**config.mk**
```make
export PLATFORM = sky130hd
export DESIGN_NAME = bms_div
export DESIGN_NICKNAME = d
export VERILOG_FILES = /design/src/rtl/bracket_minimum_search_unit_assert.svh /design/src/rtl/bms_pkg.sv /design/src/rtl/bms_div.sv
export SDC_FILE = /design/constraint.sdc
export NUM_CORES = 1
export LEC_CHECK = 0
export ABC_AREA = 1
export BUFFER_PORTS_ARGS = -buffer_cell sky130_fd_sc_hd__buf_4
export CAP_MARGIN = 10
export CORE_AREA = 2 2 216 218
export DETAILED_ROUTE_END_ITERATION = 10
export DIE_AREA = 0 0 218 220
export MAX_ROUTING_LAYER = met4
export PLACE_DENSITY = 0.64
export SLEW_MARGIN = 20
export SYNTH_ARGS = -nofsm -noshare
export SYNTH_HDL_FRONTEND = slang
export SYNTH_SLANG_ARGS = --single-unit
```
**constraint.sdc**
```tcl
create_clock -name i_clk -period 3.5 [get_ports i_clk]
set_clock_uncertainty 0.05 [all_clocks]
set_input_delay 0.175 -clock i_clk [delete_from_list [all_inputs] [get_ports i_clk]]
set_output_delay 0.175 -clock i_clk [all_outputs]
set_load 0.03 [all_outputs]
```
**src/rtl/bracket_minimum_search_unit_assert.svh**
```systemverilog
// Assertion macros for the bracket minimum search unit.
// Used by the top level; expects i_clk and i_rst_n in scope.
`ifndef BRACKET_MINIMUM_SEARCH_UNIT_ASSERT_SVH
`define BRACKET_MINIMUM_SEARCH_UNIT_ASSERT_SVH
`ifndef SYNTHESIS
`define BMS_ASSERT_IMP(lbl, ante, cons) \
    lbl: assert property (@(posedge i_clk) disable iff (!i_rst_n) (ante) |-> (cons)) \
        else $error("bms assertion failed");
`define BMS_ASSERT_NEXT(lbl, ante, cons) \
    lbl: assert property (@(posedge i_clk) disable iff (!i_rst_n) (ante) |=> (cons)) \
        else $error("bms assertion failed");
`else
`define BMS_ASSERT_IMP(lbl, ante, cons)
`define BMS_ASSERT_NEXT(lbl, ante, cons)
`endif
`endif

```
**src/rtl/bms_pkg.sv**
```systemverilog
// Types, codes and saturation helpers for the bracket minimum search unit.
// No dependencies.
package bms_pkg;

    localparam int XW = 32;
    localparam int PW = 68;
    localparam int MW = 34;
    localparam int DW = 64;

    localparam logic CFG_MAX_X = 1'b0;
    localparam logic CFG_STEPS = 1'b1;

    typedef enum logic [2:0] {
        PH_IDLE, PH_WAIT_A, PH_WAIT_B, PH_WAIT_C, PH_INNER, PH_OUTER, PH_SHIFT
    } t_phase;

    typedef enum logic [4:0] {
        S_IDLE, S_DECODE, S_START_DIV, S_START_WAIT, S_GOLD_MUL, S_GOLD_ADD,
        S_ADV0, S_ADV1, S_ADV2, S_ADV3, S_ADV4, S_ADV5, S_ADV6, S_ADV_WAIT,
        S_ADV8, S_ADV9, S_REGION, S_EMIT
    } t_state;

    function automatic logic signed [XW-1:0] f_clampsym(input logic signed [PW-1:0] v);
        if (v > 68'sd2147483647) return 32'sh7fffffff;
        if (v < -68'sd2147483647) return 32'sh80000001;
        return v[XW-1:0];
    endfunction

    function automatic logic signed [XW-1:0] f_sat32(input logic signed [PW-1:0] v);
        if (v > 68'sd2147483647) return 32'sh7fffffff;
        if (v < -68'sd2147483648) return 32'sh80000000;
        return v[XW-1:0];
    endfunction

endpackage

```
**src/rtl/bms_div.sv**
```systemverilog
// Iterative signed divider, one quotient bit per cycle, truncating toward zero.
// Depends on bms_pkg.
module bms_div
    import bms_pkg::*;
(
    input  logic                 i_clk,
    input  logic                 i_rst_n,
    input  logic                 i_start,
    input  logic signed [DW-1:0] i_num,
    input  logic signed [DW-1:0] i_den,
    output logic                 o_done,
    output logic signed [DW-1:0] o_quo
);
    logic          r_busy, r_done, r_neg;
    logic [5:0]    r_cnt;
    logic [DW-1:0] r_quo, r_rem, r_den;
    logic [DW-1:0] a_num, a_den;
    logic [DW:0]   trial;

    assign a_num = i_num[DW-1] ? DW'(-i_num) : DW'(i_num);
    assign a_den = i_den[DW-1] ? DW'(-i_den) : DW'(i_den);
    assign trial = {1'b0, r_rem[DW-2:0], r_quo[DW-1]} - {1'b0, r_den};

    always_ff @(posedge i_clk) begin
        if (!i_rst_n) begin
            r_busy <= 1'b0;
            r_done <= 1'b0;
        end else begin
            r_done <= 1'b0;
            if (i_start) begin
                r_busy <= 1'b1;
                r_cnt  <= '0;
                r_quo  <= a_num;
                r_rem  <= '0;
                r_den  <= a_den;
                r_neg  <= i_num[DW-1] ^ i_den[DW-1];
            end else if (r_busy) begin
                if (!trial[DW]) begin
                    r_rem <= trial[DW-1:0];
                end else begin
                    r_rem <= {r_rem[DW-2:0], r_quo[DW-1]};
                end
                r_quo <= {r_quo[DW-2:0], ~trial[DW]};
                r_cnt <= r_cnt + 6'd1;
                if (r_cnt == 6'(DW - 1)) begin
                    r_busy <= 1'b0;
                    r_done <= 1'b1;
                end
            end
        end
    end

    assign o_done = r_done;
    assign o_quo  = r_neg ? -$signed(r_quo) : $signed(r_quo);
endmodule

```
Word-level counts from Yosys, hierarchy flattened. Cells that the tools add are included.

Register bits after elaboration: 200. Input port bits: 131. Logic and storage cells: 34.

$add $sub $neg: 5. Reduce and logical (&&, ||, !) cells: 4. Equal/unequal tests: 1. Muxes and demuxes: 12. Bitwise gates (word level): 4.

Operators by type and width (count): two-way mux 64 bit (4); negation 64 bit (3); two-way mux 63 bit (3); subtractor 64 x 64 -> 65 bit (1); adder 6 x 1 -> 6 bit, second input constant (1); == test 6 bit, second input constant (1); two-way mux 6 bit (1); two-way mux 1 bit (4); AND reduction 2 bit (2); inverter 1 bit (3); OR reduction 3 bit (1); nonzero test 2 bit (1); bitwise XOR 1 bit (1).

Depth between registers and ports, before layout. Gate-level depths: netlist of run 1.

Depth in word-level cells: 4. Depth in mapped cells: 19.

Worst setup path before layout of run 1. OpenSTA, ideal clock, no wires.

Path kind: input to register. Start point: input i_start. End point: register r_cnt[0] (enable). Stages: 3. Slack: -267 ps. Required time: 2953 ps. Arrival time: 3220 ps. Library setup time: 497 ps. Cell sequence: buf_6 -> nand2_1 -> nand2_1.

Longest elaborated chain between the ends: 2.

RTL lines: start, declared (line bms_div.sv:8) `input logic i_start,`; nonzero test 2 bit (no line); AND reduction 2 bit (no line); end signal, assigned (line bms_div.sv:44) `r_cnt <= r_cnt + 6'd1;`; end, declared (line bms_div.sv:15) `logic [5:0] r_cnt;`.

Every way passes these cells. A chain may end at the register's enable or synchronous reset.

Final worst setup path of run 1.
Start point: register r_quo[0]. End point: output o_quo[48].

Longest elaborated chain between the ends: 2.

RTL lines: start, declared (line bms_div.sv:16) `logic [DW-1:0] r_quo, r_rem, r_den;`; start signal, assigned (line bms_div.sv:33) `r_quo <= a_num;`; start signal, assigned (line bms_div.sv:43) `r_quo <= {r_quo[DW-2:0], ~trial[DW]};`; negation 64 bit (line bms_div.sv:54) `assign o_quo = r_neg ? -$signed(r_quo) : $signed(r_quo);`; two-way mux 64 bit (line bms_div.sv:54); end, declared (line bms_div.sv:12) `output logic signed [DW-1:0] o_quo`.

Every way passes these cells.

==> results of run 1 <==
final cells by class:
cell class / instances / area share
antenna: 15 / 0.001619
clock buffer: 19 / 0.01867
clock inverter: 13 / 0.004964
inverter: 614 / 0.09960
multi-input combinational: 2394 / 0.5014
sequential: 200 / 0.2581
tap: 607 / 0.03275
timing repair buffer: 241 / 0.08287
worst max-delay path, stage by stage (launching register included):
cell	delay [ns]
sky130_fd_sc_hd__edfxtp_1	0.50
sky130_fd_sc_hd__inv_2	0.15
sky130_fd_sc_hd__ha_1	0.23
sky130_fd_sc_hd__nand3_2	0.15
sky130_fd_sc_hd__nor4_1	0.64
sky130_fd_sc_hd__nand3b_1	0.34
sky130_fd_sc_hd__xor2_1	0.23
sky130_fd_sc_hd__nand2_1	0.06
sky130_fd_sc_hd__o21ai_0	0.15
sky130_fd_sc_hd__buf_4	0.23
flip-flops by register name, indices dropped and copies added, names as in the netlist:
name,cells
r_neg,1
r_rem,63
r_busy,1
r_cnt,6
r_den,64
r_quo,64
o_done,1
worst max-delay path by stage:
stage | to | slack, ns
after floorplan | r_rem[19] | 1.03
after global placement | o_quo[34] | 0.58
after detailed placement | r_rem[38] | 0.46
after CTS | o_quo[42] | 0.05
after global routing | o_quo[42] | 0.04
final | o_quo[48] | 0.11
kinds of logic after synthesis:
group | count (synthesis) | share of synthesized area
AND/OR/NAND/NOR | 1899 | 0.3888
buffers and inverters | 672 | 0.1311
adder cells (fa/ha/maj) | 69 | 0.04303
flip-flops | 200 | 0.2957
AO/OA/AOI/OAI | 250 | 0.06522
XOR/XNOR | 176 | 0.07616
per-stage QoR:
stage / instance area [sq um] / hold slack, ns / util / worst slack [ns]
3_3_place_gp: 22290 / 0.3469 / 0.4861 / 0.5808
6_report: 23190 / 0.01098 / 0.5056 / 0.1144
2_1_floorplan: 20240 / 0.2239 / - / 1.034
3_5_place_dp: 22290 / 0.3330 / 0.4861 / 0.4649
4_1_cts: 23140 / 0.003281 / 0.5046 / 0.04987
5_1_grt: 23190 / 0.004967 / 0.5056 / 0.04218
what timing repair did:
item,4_1_cts,5_1_grt
gates resized for setup,0,4
setup endpoints to repair,0,8
endpoints found under the hold margin,31,0
hold buffers,30,0
metal layers:
layer,track usage,wire length (microns),vias to the layer above
met5,-,0,-
met4,0.1467,3268,0
met3,0.04044,4270,130
met2,0.5130,34170,679
met1,0.3912,31490,9356
li1,-,-,10624
power by group:
| part | internal (mW) | total (mW) | leakage (nW) | switching, mW |
|---|---|---|---|---|
| Clock | 0.932 | 1.98 | 0.256 | 1.05 |
| Combinational | 1.23 | 3.82 | 9.54 | 2.60 |
| Sequential | 2.97 | 3.12 | 1.93 | 0.153 |
| Total | 5.13 | 8.93 | 11.7 | 3.80 |
layout by cell type, fill, tap and decap left out, types with 68 or more instances in the layout:
cell type                     n
sky130_fd_sc_hd__buf_4      208
sky130_fd_sc_hd__edfxtp_1   198
sky130_fd_sc_hd__ha_1        68
sky130_fd_sc_hd__inv_1      602
sky130_fd_sc_hd__nand2_1   1076
sky130_fd_sc_hd__nand3_1    198
sky130_fd_sc_hd__nand4_1     76
sky130_fd_sc_hd__nor2_1     436
sky130_fd_sc_hd__o21ai_0    145
sky130_fd_sc_hd__xor2_1     139
==> reports/metrics.csv, run 1 <==
stage,metric,value,unit
floorplan,Core Footprint,0.04586,sq mm
clock_network,maximum count of clock buffers along a single path,2,
power_and_ir_drop,total power density per cell area,385.0,mW/mm^2
setup_path,sort of element at the end of the critical path,output pin,
placed_design,routability cong.,1.057,
floorplan,count of pins on the block boundary,196,
cells_and_area,Total Nets Final,3668,
route,remaining routing DRC violations,0,
placed_design,count of placed standard cells including taps,4026,
placed_design,post-detailed-placement half-perimeter wirelength,60250,microns
setup_path,required time reported for the critical path endpoint,3.27,ns
clock_network,TritonCTS clock tree,yes,
global_route,total track usage,0.3157,
worst_hold_path,class of the tightest hold or removal check,input pin to flip-flop,
worst_hold_path,hold endpoint,r_den[49],
setup_path,beginning of the worst register-to-register path,r_quo[63],
global_route,first-pass GRT wire length,111900,microns
cells_and_area,layout filler cell count,4904,
timing,Final Hold Violating Endpoints,0,
setup_path,"Worst Path Class, Setup",flip-flop to output pin,
job,Max-cap violations,0,
synthesis,top post-synthesis cells by area,"sky130_fd_sc_hd__edfxtp_1 29%, sky130_fd_sc_hd__nand2_1 20%, sky130_fd_sc_hd__inv_1 11%",
route,1st-iter DRT viols,1788,
global_route,number of global-route vias before repair,20066,
run_status,result of the run,"finished, final reports clean",
route,post-detailed-route count of antenna-violating nets,0,
setup_path,largest driver fanout on the critical path,4,
global_route,total global routing overflow,0,
clock_network,clock-pin slew of the registers on the worst-case setup and hold paths,0.08,ns
clock_network,clock tree root buffer cell,sky130_fd_sc_hd__clkbuf_16,
synthesis,distinct cell type count of the synthesized netlist,47,
global_route,initial antenna violation count,15,
synthesis,flip-flop and latch count after synthesis,200,
synthesis,Syn. warnings,0,
floorplan,full die area,0.04796,sq mm
clock_network,maximum level of the CTS H-tree,4,
setup_path,arrival time worst endpoint,3.16,ns
synthesis,top flip-flop cell by instance count after synthesis,sky130_fd_sc_hd__edfxtp_1,
route,number of detailed-route iterations in the first pass,6,
route,routed wire length,73210,microns
cells_and_area,area of all sequential standard cells,0.005986,sq mm
timing,period utilization,0.9673,
clock_network,worst skew pair latency,0.48,ns
global_route,largest net degree at the start of global routing,68,
setup_path,setup slack on the worst flop-to-flop path,0.46,ns
setup_path,R2R cell count,18,
synthesis,count of flip-flops with a built-in enable after synthesis,198,
power_and_ir_drop,leakage power figure,11.72,nW
timing,setup TNS,0,ns
timing,setup repair after global routing missed its margin,false,
timing,Peak Freq,295.4,MHz
worst_hold_path,Min-Delay Path Depth,3,
floorplan,initial core utilization,0.4413,
synthesis,ranking of synthesized cells by instance count,"1077 x sky130_fd_sc_hd__nand2_1, 604 x sky130_fd_sc_hd__inv_1, 436 x sky130_fd_sc_hd__nor2_1",
placed_design,quantity of I/O buffers inserted on ports,195,
synthesis,cell with the most instances after synthesis,sky130_fd_sc_hd__nand2_1,
floorplan,vertical die dimension,220,microns
synthesis,"Seq/Total Area, Yosys",0.2957,
synthesis,combined area of all synthesized cells,0.02024,sq mm
cells_and_area,multi-input combinational cell area,0.01163,sq mm
clock_network,Inserted Clock Buffers,17,
timing,measured slew at the worst slew-check pin,0.8240,ns
power_and_ir_drop,worst vdd rail ir drop,0.4020,mV
synthesis,async set-reset flop share out of synthesis,0,
cells_and_area,layout-stage area growth over the synthesis result,14.58,%
synthesis,Syn Nets,3466,
power_and_ir_drop,total power,8.929,mW
setup_path,worst setup path start,r_quo[0],
synthesis,synthesized instance count,3266,
timing,max-slew violations,0,
floorplan,horizontal die dimension,218,microns
clock_network,clock tree sinks,200,
synthesis,fraction of synthesized cell area taken by the top area cell type,0.2938,
timing,final setup fails,0,
timing,Slew headroom,0.4501,
floorplan,Placement Rows,79,
route,average wire per cell in the routed design,17.84,microns
cells_and_area,post-layout instance count excluding filler cells,4103,
clock_network,Setup Buffers After CTS,0,
synthesis,library cell with the largest summed area after synthesis,sky130_fd_sc_hd__edfxtp_1,
synthesis,mean post-synth cell area,6.197,sq um
worst_hold_path,min-delay src,i_den[49],
setup_path,Critical Path Start Type,flip-flop,
cells_and_area,fraction of final layout cells sized beyond drive strength 1,0.08676,
route,via count,20789,
timing,time the final worst path needs with I/O delays and setup,3.386,ns
setup_path,Crit Reg-Reg Endpoint,r_rem[38],
route,average via count per standard cell,5.067,
Power figures use the tool's default switching activity.
==> inputs of run 2 (changes only) <==
--- a/config.mk
+++ b/config.mk
@@ -5,14 +5,14 @@
 export SDC_FILE = /design/constraint.sdc
 export NUM_CORES = 1
 export LEC_CHECK = 0
-export ABC_AREA = 1
+export ABC_AREA = 0
 export BUFFER_PORTS_ARGS = -buffer_cell sky130_fd_sc_hd__buf_4
 export CAP_MARGIN = 10
-export CORE_AREA = 2 2 216 218
+export CORE_AREA = 2 2 189 191
 export DETAILED_ROUTE_END_ITERATION = 10
-export DIE_AREA = 0 0 218 220
+export DIE_AREA = 0 0 191 193
 export MAX_ROUTING_LAYER = met4
-export PLACE_DENSITY = 0.64
+export PLACE_DENSITY = 0.65
 export SLEW_MARGIN = 20
 export SYNTH_ARGS = -nofsm -noshare
 export SYNTH_HDL_FRONTEND = slang
==> reports/metrics.csv, run 2 <==
stage,metric,value,unit
synthesis,mux share of post-synthesis cell area,0.002667,
setup_path,Top Family by Delay on Critical Path,simple AND/OR/NAND/NOR gates,
clock_network,worst skew pair latency,0.45,ns
route,post-detailed-route count of antenna-violating nets,0,
timing,hold_ws,0.009696,ns
worst_hold_path,class of the tightest hold or removal check,input pin to flip-flop,
floorplan,Placement Rows,69,
synthesis,Syn Nets,1944,
synthesis,library cell with the largest summed area after synthesis,sky130_fd_sc_hd__edfxtp_1,
cells_and_area,layout filler cell count,2947,
setup_path,Critical path destination,o_quo[58],
synthesis,Syn. warnings,0,
synthesis,"Seq/Total Area, Yosys",0.3867,
floorplan,horizontal die dimension,191,microns
run_status,result of the run,"finished, violations left",
power_and_ir_drop,internal power component,5.530,mW
timing,Peak Freq,230.1,MHz
setup_path,arrival time worst endpoint,4.12,ns
setup_path,"Worst Path Class, Setup",flip-flop to output pin,
floorplan,count of pins on the block boundary,196,
synthesis,combinational family with the most area after synthesis,compound AO/OA/AOI/OAI gates,
synthesis,area fraction in compound gates after synthesis,0.2003,
synthesis,ranking of synthesized cells by instance count,"198 x sky130_fd_sc_hd__edfxtp_1, 191 x sky130_fd_sc_hd__a21oi_1, 185 x sky130_fd_sc_hd__nand2_1",
worst_hold_path,Min-Delay Path Depth,2,
cells_and_area,multi-input combinational cell area,0.009968,sq mm
placed_design,routability cong.,0.9129,
cells_and_area,layout-stage area growth over the synthesis result,38.93,%
run_status,failing checks,setup timing,
power_and_ir_drop,worst vdd rail ir drop,0.3236,mV
setup_path,Crit Reg-Reg Endpoint,r_rem[61],
clock_network,TritonCTS clock tree,yes,
setup_path,Critical Path Max Stage Delay,0.53,ns
synthesis,top post-synthesis cells by area,"sky130_fd_sc_hd__edfxtp_1 38%, sky130_fd_sc_hd__xnor2_1 9.0%, sky130_fd_sc_hd__a21oi_1 6.2%",
timing,Slew headroom,0.4825,
power_and_ir_drop,total power density per cell area,398.1,mW/mm^2
synthesis,"post-synthesis share of cell area spent on and, or, nand and nor gates",0.1746,
global_route,initial antenna violation count,0,
power_and_ir_drop,leakage power figure,8.532,nW
synthesis,Post-Synth XOR/XNOR Area,0.1369,
route,1st-iter DRT viols,1142,
clock_network,maximum count of clock buffers along a single path,2,
timing,Final Hold Violating Endpoints,0,
timing,final setup fails,70,
setup_path,critical path cell sequence,or4_4 -> or3_4 -> or4_4 -> nand2b_4 -> nand2b_4 -> or3_4 -> or4_4 -> or3_4 -> o31ai_4 -> xnor2_2 -> buf_6,
global_route,first-pass GRT wire length,69700,microns
placed_design,count of placed standard cells including taps,2474,
cells_and_area,largest registers,"r_den: 64 flops, r_quo: 64 flops, r_rem: 63 flops",
global_route,global-route layer with the greatest usage,met2,
synthesis,count of flip-flops with a built-in enable after synthesis,198,
synthesis,flip-flop and latch count after synthesis,200,
synthesis,mean post-synth cell area,8.876,sq um
setup_path,largest driver fanout on the critical path,3,
setup_path,Critical Path Start Type,flip-flop,
setup_path,CP Depth,11,
setup_path,beginning of the worst register-to-register path,r_rem[49],
synthesis,fraction of synthesized cell area taken by the top area cell type,0.3841,
route,routed wire length,47490,microns
timing,setup repair after global routing missed its margin,true,
global_route,number of global-route vias before repair,13866,
global_route,met3 global-route usage,0.03421,
synthesis,synthesized-area fraction occupied by adder cells,0.05626,
timing,setup TNS,-16.82,ns
floorplan,Core Footprint,0.03496,sq mm
cells_and_area,Total Nets Final,2337,
global_route,largest net degree at the start of global routing,83,
setup_path,R2R cell count,13,
route,average wire per cell in the routed design,18.19,microns
power_and_ir_drop,Psw,3.032,mW
clock_network,clock tree sinks,200,
synthesis,synthesized instance count,1744,
route,remaining routing DRC violations,0,
floorplan,initial core utilization,0.4427,
timing,period utilization,1.242,
setup_path,Crit-path slowest cell,sky130_fd_sc_hd__or4_4,
cells_and_area,post-layout instance area,0.02151,sq mm
power_and_ir_drop,switching share of power,0.3541,
setup_path,combined buffer and inverter count along the critical path,1,
clock_network,Inserted Clock Buffers,17,
placed_design,Placement Cell Area,0.01861,sq mm
clock_network,maximum level of the CTS H-tree,4,
setup_path,setup slack on the worst flop-to-flop path,-0.22,ns
timing,time the final worst path needs with I/O delays and setup,4.346,ns
global_route,met1 track demand over resource in global routing,0.3087,
timing,measured slew at the worst slew-check pin,0.7763,ns
cells_and_area,fraction of final layout cells sized beyond drive strength 1,0.3019,
global_route,met2 GRT Util,0.4036,
timing,max-slew violations,0,
route,number of detailed-route iterations in the first pass,6,
placed_design,post-detailed-placement half-perimeter wirelength,32980,microns
floorplan,full die area,0.03686,sq mm
cells_and_area,area of all sequential standard cells,0.005986,sq mm
placed_design,quantity of I/O buffers inserted on ports,195,
synthesis,top flip-flop cell by instance count after synthesis,sky130_fd_sc_hd__edfxtp_1,
synthesis,combined area of all synthesized cells,0.01548,sq mm
cells_and_area,post-layout instance count excluding filler cells,2611,
synthesis,distinct cell type count of the synthesized netlist,67,
setup_path,required time reported for the critical path endpoint,3.27,ns
job,Max-cap violations,0,
route,via count,14863,
global_route,total global routing overflow,0,
clock_network,clock-pin slew of the registers on the worst-case setup and hold paths,0.07,ns
floorplan,vertical die dimension,193,microns
cells_and_area,"commonest non-fill, non-tap cell in the layout",sky130_fd_sc_hd__buf_4,
cells_and_area,Antenna Diode Count,0,
timing,"crit path setup slack, layout",-0.8463,ns
power_and_ir_drop,Reg power frac,0.354,
global_route,total track usage,0.2433,
synthesis,async set-reset flop share out of synthesis,0,
power_and_ir_drop,Logic pwr share,0.412,
cells_and_area,"leading cell types in the layout, fill and taps excluded","347 x sky130_fd_sc_hd__buf_4, 198 x sky130_fd_sc_hd__edfxtp_1, 146 x sky130_fd_sc_hd__a21oi_1",
setup_path,sort of element at the end of the critical path,output pin,
synthesis,cell with the most instances after synthesis,sky130_fd_sc_hd__edfxtp_1,
placed_design,worst-case setup slack after placement,-0.5254,ns
setup_path,worst setup path start,r_quo[5],
power_and_ir_drop,power share of the clock group,0.234,
clock_network,clock tree root buffer cell,sky130_fd_sc_hd__clkbuf_16,
route,average via count per standard cell,5.692,
[run 2: cell types whose count changed in the layout (fill, tap and decap cells not counted), sizes merged, moves of 54 or more]
cell / change
a21oi: +130
xor2: -56
nand2: -910
nand3: -168
xnor2: +122
nor2: -309
o31ai: +54
inv: -527
buf: +189
o21ai: -65
[run 2: worst register-to-register path, stage by stage (launching register included)]
cell and delay, ns:
sky130_fd_sc_hd__edfxtp_1 0.46, sky130_fd_sc_hd__ha_1 0.45, sky130_fd_sc_hd__nand2_1 0.11, sky130_fd_sc_hd__o211a_1 0.22, sky130_fd_sc_hd__o41ai_1 0.39, sky130_fd_sc_hd__buf_4 0.19, sky130_fd_sc_hd__a221o_1 0.19, sky130_fd_sc_hd__nand2_1 0.09
sky130_fd_sc_hd__a21oi_1 0.36, sky130_fd_sc_hd__a41oi_4 0.11, sky130_fd_sc_hd__buf_6 0.18, sky130_fd_sc_hd__or4b_1 0.48, sky130_fd_sc_hd__a21oi_1 0.15, sky130_fd_sc_hd__nand4b_1 0.14
[run 2: stage by stage]
| stage | total power [mW] | util |
|---|---|---|
| final | 8.562 | 0.6151 |
| after detailed placement | 5.844 | 0.5324 |
| after global routing | 8.971 | 0.6151 |
| after global placement | 5.804 | 0.5324 |
| after floorplan | 4.839 | - |
| after CTS | 7.946 | 0.5738 |
[run 2: per-layer routing]
layer  up-vias  part of all wire  wire length (microns)
met5         -                 0                      0
met1      7056              0.43                  20320
met3       103             0.060                   2841
li1       7173                 -                      -
met4         0             0.033                   1586
met2       531              0.48                  22740
[run 2: power groups by stage]
stage / registers, mW / logic [mW] / clock network [mW]
final: 3.03 / 3.53 / 2.00
after global routing: 3.05 / 3.80 / 2.12
after CTS: 3.01 / 2.91 / 2.03
after detailed placement: 3.06 / 2.78 / 0
after global placement: 3.05 / 2.75 / 0
after floorplan: 3.04 / 1.80 / 0
[run 2: worst min path at each step]
stage	slack [ns]	from	endpoint
after floorplan	0.22	i_den[0]	r_den[0]
after global placement	0.36	i_den[0]	r_den[0]
after detailed placement	0.36	i_den[0]	r_den[0]
after CTS	0.0009	i_den[34]	r_den[34]
after global routing	0.01	i_den[44]	r_den[44]
final	0.01	i_den[34]	r_den[34]
[run 2: kinds of logic (layout without fill, tap and decap cells)]
family | Yosys count | count (layout)
DFF | 200 | 200
xor gates and xnor gates | 242 | 242
muxes | 4 | 4
and+or+nand+nor | 555 | 555
AOI/OAI and AO/OA | 500 | 500
adders and majority gates | 69 | 69
buffers and inverters | 174 | 580
[run 2: final cells by class]
class,count,area share
repair buffers,462,0.1896
clock inverters,14,0.006807
inverters,86,0.01501
multi-input cells,1370,0.4635
flip-flops and latches,200,0.2783
clock buffers,18,0.01995
well taps,461,0.02682
[run 2: repair_timing]
item / CTS / global route
pin swaps: 22 / 73
endpoints found under the hold margin: 54 / 0
hold buffers: 54 / 0
setup buffers: 14 / 31
endpoints found under the setup margin: 102 / 111
gates resized for setup: 56 / 251
cloned: 0 / 12
==> inputs of run 3 (changes only) <==
--- a/config.mk
+++ b/config.mk
@@ -13,6 +13,8 @@
 export DIE_AREA = 0 0 191 193
 export MAX_ROUTING_LAYER = met4
 export PLACE_DENSITY = 0.65
+export RECOVER_POWER = 100
+export REMOVE_ABC_BUFFERS = 1
 export SLEW_MARGIN = 20
 export SYNTH_ARGS = -nofsm -noshare
 export SYNTH_HDL_FRONTEND = slang
==> reports/metrics.csv, run 3 (same netlist as run 2, synthesis figures left out) <==
stage,metric,value,unit
floorplan,vertical die dimension,193,microns
placed_design,quantity of I/O buffers inserted on ports,195,
floorplan,Placement Rows,69,
run_status,failing checks,"capacitance limit, slew limit, setup timing",
timing,measured slew at the worst slew-check pin,2.856,ns
floorplan,Core Footprint,0.03496,sq mm
power_and_ir_drop,total power,8.094,mW
route,number of detailed-route iterations in the first pass,5,
clock_network,TritonCTS clock tree,yes,
route,routed wire length,45510,microns
placed_design,Placement Cell Area,0.01817,sq mm
timing,final setup fails,58,
power_and_ir_drop,total power density per cell area,396.6,mW/mm^2
cells_and_area,largest registers,"r_den: 64 flops, r_quo: 64 flops, r_rem: 63 flops",
timing,time the final worst path needs with I/O delays and setup,4.433,ns
route,average wire per cell in the routed design,17.79,microns
floorplan,full die area,0.03686,sq mm
cells_and_area,"leading cell types in the layout, fill and taps excluded","310 x sky130_fd_sc_hd__buf_4, 198 x sky130_fd_sc_hd__edfxtp_1, 164 x sky130_fd_sc_hd__nand2_1",
global_route,total track usage,0.2399,
route,post-detailed-route count of antenna-violating nets,0,
global_route,first-pass GRT wire length,68520,microns
cells_and_area,"commonest non-fill, non-tap cell in the layout",sky130_fd_sc_hd__buf_4,
worst_hold_path,class of the tightest hold or removal check,input pin to flip-flop,
route,via count,14538,
setup_path,combined buffer and inverter count along the critical path,2,
cells_and_area,Total Nets Final,2282,
setup_path,Top Family by Delay on Critical Path,simple AND/OR/NAND/NOR gates,
timing,Peak Freq,225.6,MHz
power_and_ir_drop,switching share of power,0.3539,
worst_hold_path,min-delay src,i_den[14],
setup_path,largest driver fanout on the critical path,3,
setup_path,critical path cell sequence,or4_4 -> or3_4 -> or4_4 -> nand2b_4 -> nand2b_4 -> or3_4 -> or4_4 -> or3_4 -> buf_4 -> nand2_2 -> xnor2_1 -> buf_4,
floorplan,count of pins on the block boundary,196,
job,Max-cap violations,3,
global_route,total global routing overflow,0,
setup_path,beginning of the worst register-to-register path,r_quo[63],
power_and_ir_drop,worst vdd rail ir drop,0.3702,mV
clock_network,clock-pin slew of the registers on the worst-case setup and hold paths,0.08,ns
setup_path,arrival time worst endpoint,4.21,ns
placed_design,routability cong.,0.9103,
power_and_ir_drop,Logic pwr share,0.386,
setup_path,"Worst Path Class, Setup",flip-flop to output pin,
clock_network,maximum count of clock buffers along a single path,2,
power_and_ir_drop,power share of the clock group,0.241,
setup_path,required time reported for the critical path endpoint,3.27,ns
clock_network,clock tree root buffer cell,sky130_fd_sc_hd__clkbuf_16,
timing,period utilization,1.267,
setup_path,sort of element at the end of the critical path,output pin,
clock_network,Inserted Clock Buffers,17,
route,remaining routing DRC violations,0,
cells_and_area,post-layout instance area,0.02041,sq mm
setup_path,Critical Path Max Stage Delay,0.56,ns
power_and_ir_drop,internal power component,5.229,mW
route,1st-iter DRT viols,976,
placed_design,post-detailed-placement half-perimeter wirelength,31790,microns
power_and_ir_drop,Psw,2.865,mW
clock_network,worst skew pair latency,0.46,ns
timing,"crit path setup slack, layout",-0.9334,ns
route,average via count per standard cell,5.681,
timing,max-slew violations,113,
power_and_ir_drop,leakage power figure,7.884,nW
clock_network,clock tree sinks,200,
timing,Slew headroom,-0.9037,
clock_network,maximum level of the CTS H-tree,4,
global_route,largest net degree at the start of global routing,84,
run_status,result of the run,"finished, violations left",
cells_and_area,layout-stage area growth over the synthesis result,31.84,%
global_route,initial antenna violation count,3,
timing,setup repair after global routing missed its margin,true,
floorplan,initial core utilization,0.4427,
global_route,number of global-route vias before repair,13838,
setup_path,Crit-path slowest cell,sky130_fd_sc_hd__or4_4,
floorplan,horizontal die dimension,191,microns
setup_path,Critical Path Start Type,flip-flop,
setup_path,worst setup path start,r_quo[6],
cells_and_area,fraction of final layout cells sized beyond drive strength 1,0.2473,
power_and_ir_drop,Reg power frac,0.373,
timing,Final Hold Violating Endpoints,0,
-- run 3: cell types whose count changed in the layout (fill, tap and decap cells not counted), moves of 17 or more --
cell and delta:
sky130_fd_sc_hd__a21oi_2 -17, sky130_fd_sc_hd__a21oi_1 +17, sky130_fd_sc_hd__nand2_1 +27, sky130_fd_sc_hd__buf_4 -37, sky130_fd_sc_hd__buf_6 -19, sky130_fd_sc_hd__nand2_4 -26
-- run 3: repair_timing --
item,CTS,global route
setup endpoints to repair,103,112
gates resized for setup,46,143
pin swaps,15,60
endpoints found under the hold margin,60,0
hold buffers,59,0
gates cloned,2,8
buffers inserted,12,14
-- run 3: layer usage --
| layer | wire [microns] | share of wire | track usage |
|---|---|---|---|
| met1 | 19610 | 0.43 | 0.3008 |
| met2 | 22180 | 0.49 | 0.4016 |
| met3 | 2439 | 0.054 | 0.03240 |
| met4 | 1279 | 0.028 | 0.07812 |
| met5 | 0 | 0 | - |
-- run 3: power groups by stage --
stage	registers [mW]	clock network [mW]	logic [mW]
after detailed placement	3.06	0	2.66
final	3.02	1.95	3.13
after global routing	3.04	2.07	3.38
after CTS	3.01	1.98	2.82
after global placement	3.05	0	2.62
after floorplan	3.06	0	1.70
-- run 3: layout make-up --
type | instances | area, sq um
sequential | 200 | 5986
inverter | 86 | 322.8
clock inverter | 14 | 125.1
timing repair buffer | 407 | 3442
multi-input combinational | 1370 | 9519
antenna | 3 | 7.507
clock buffer | 18 | 429.2
tap | 461 | 576.8
fill | 3046 | 14560
-- run 3: per-stage QoR --
step | hold slack [ns] | setup WS, ns | TNS, ns | utilization | cells
after CTS | 0.000001971 | -0.9911 | -20.59 | 0.5613 | 2537
after floorplan | 0.2016 | -1.605 | -120.37 | - | 1656
final | 0.01383 | -0.9334 | -21.24 | 0.5837 | 2559
after global placement | 0.3423 | -0.5356 | -12.82 | 0.5196 | 2432
after detailed placement | 0.3410 | -0.5745 | -21.23 | 0.5196 | 2432
after global routing | 0.002672 | -1.050 | -43.18 | 0.5837 | 2559
-- run 3: path summary, 6_finish.rpt --
check,cells after the start,slack [ns],endpoint
worst max register to register,16,-0.11,r_rem[52]
worst max-delay path,12,-0.93,o_quo[56]
worst min register to register,2,0.40,o_done
worst min-delay path,2,0.01,r_den[14]
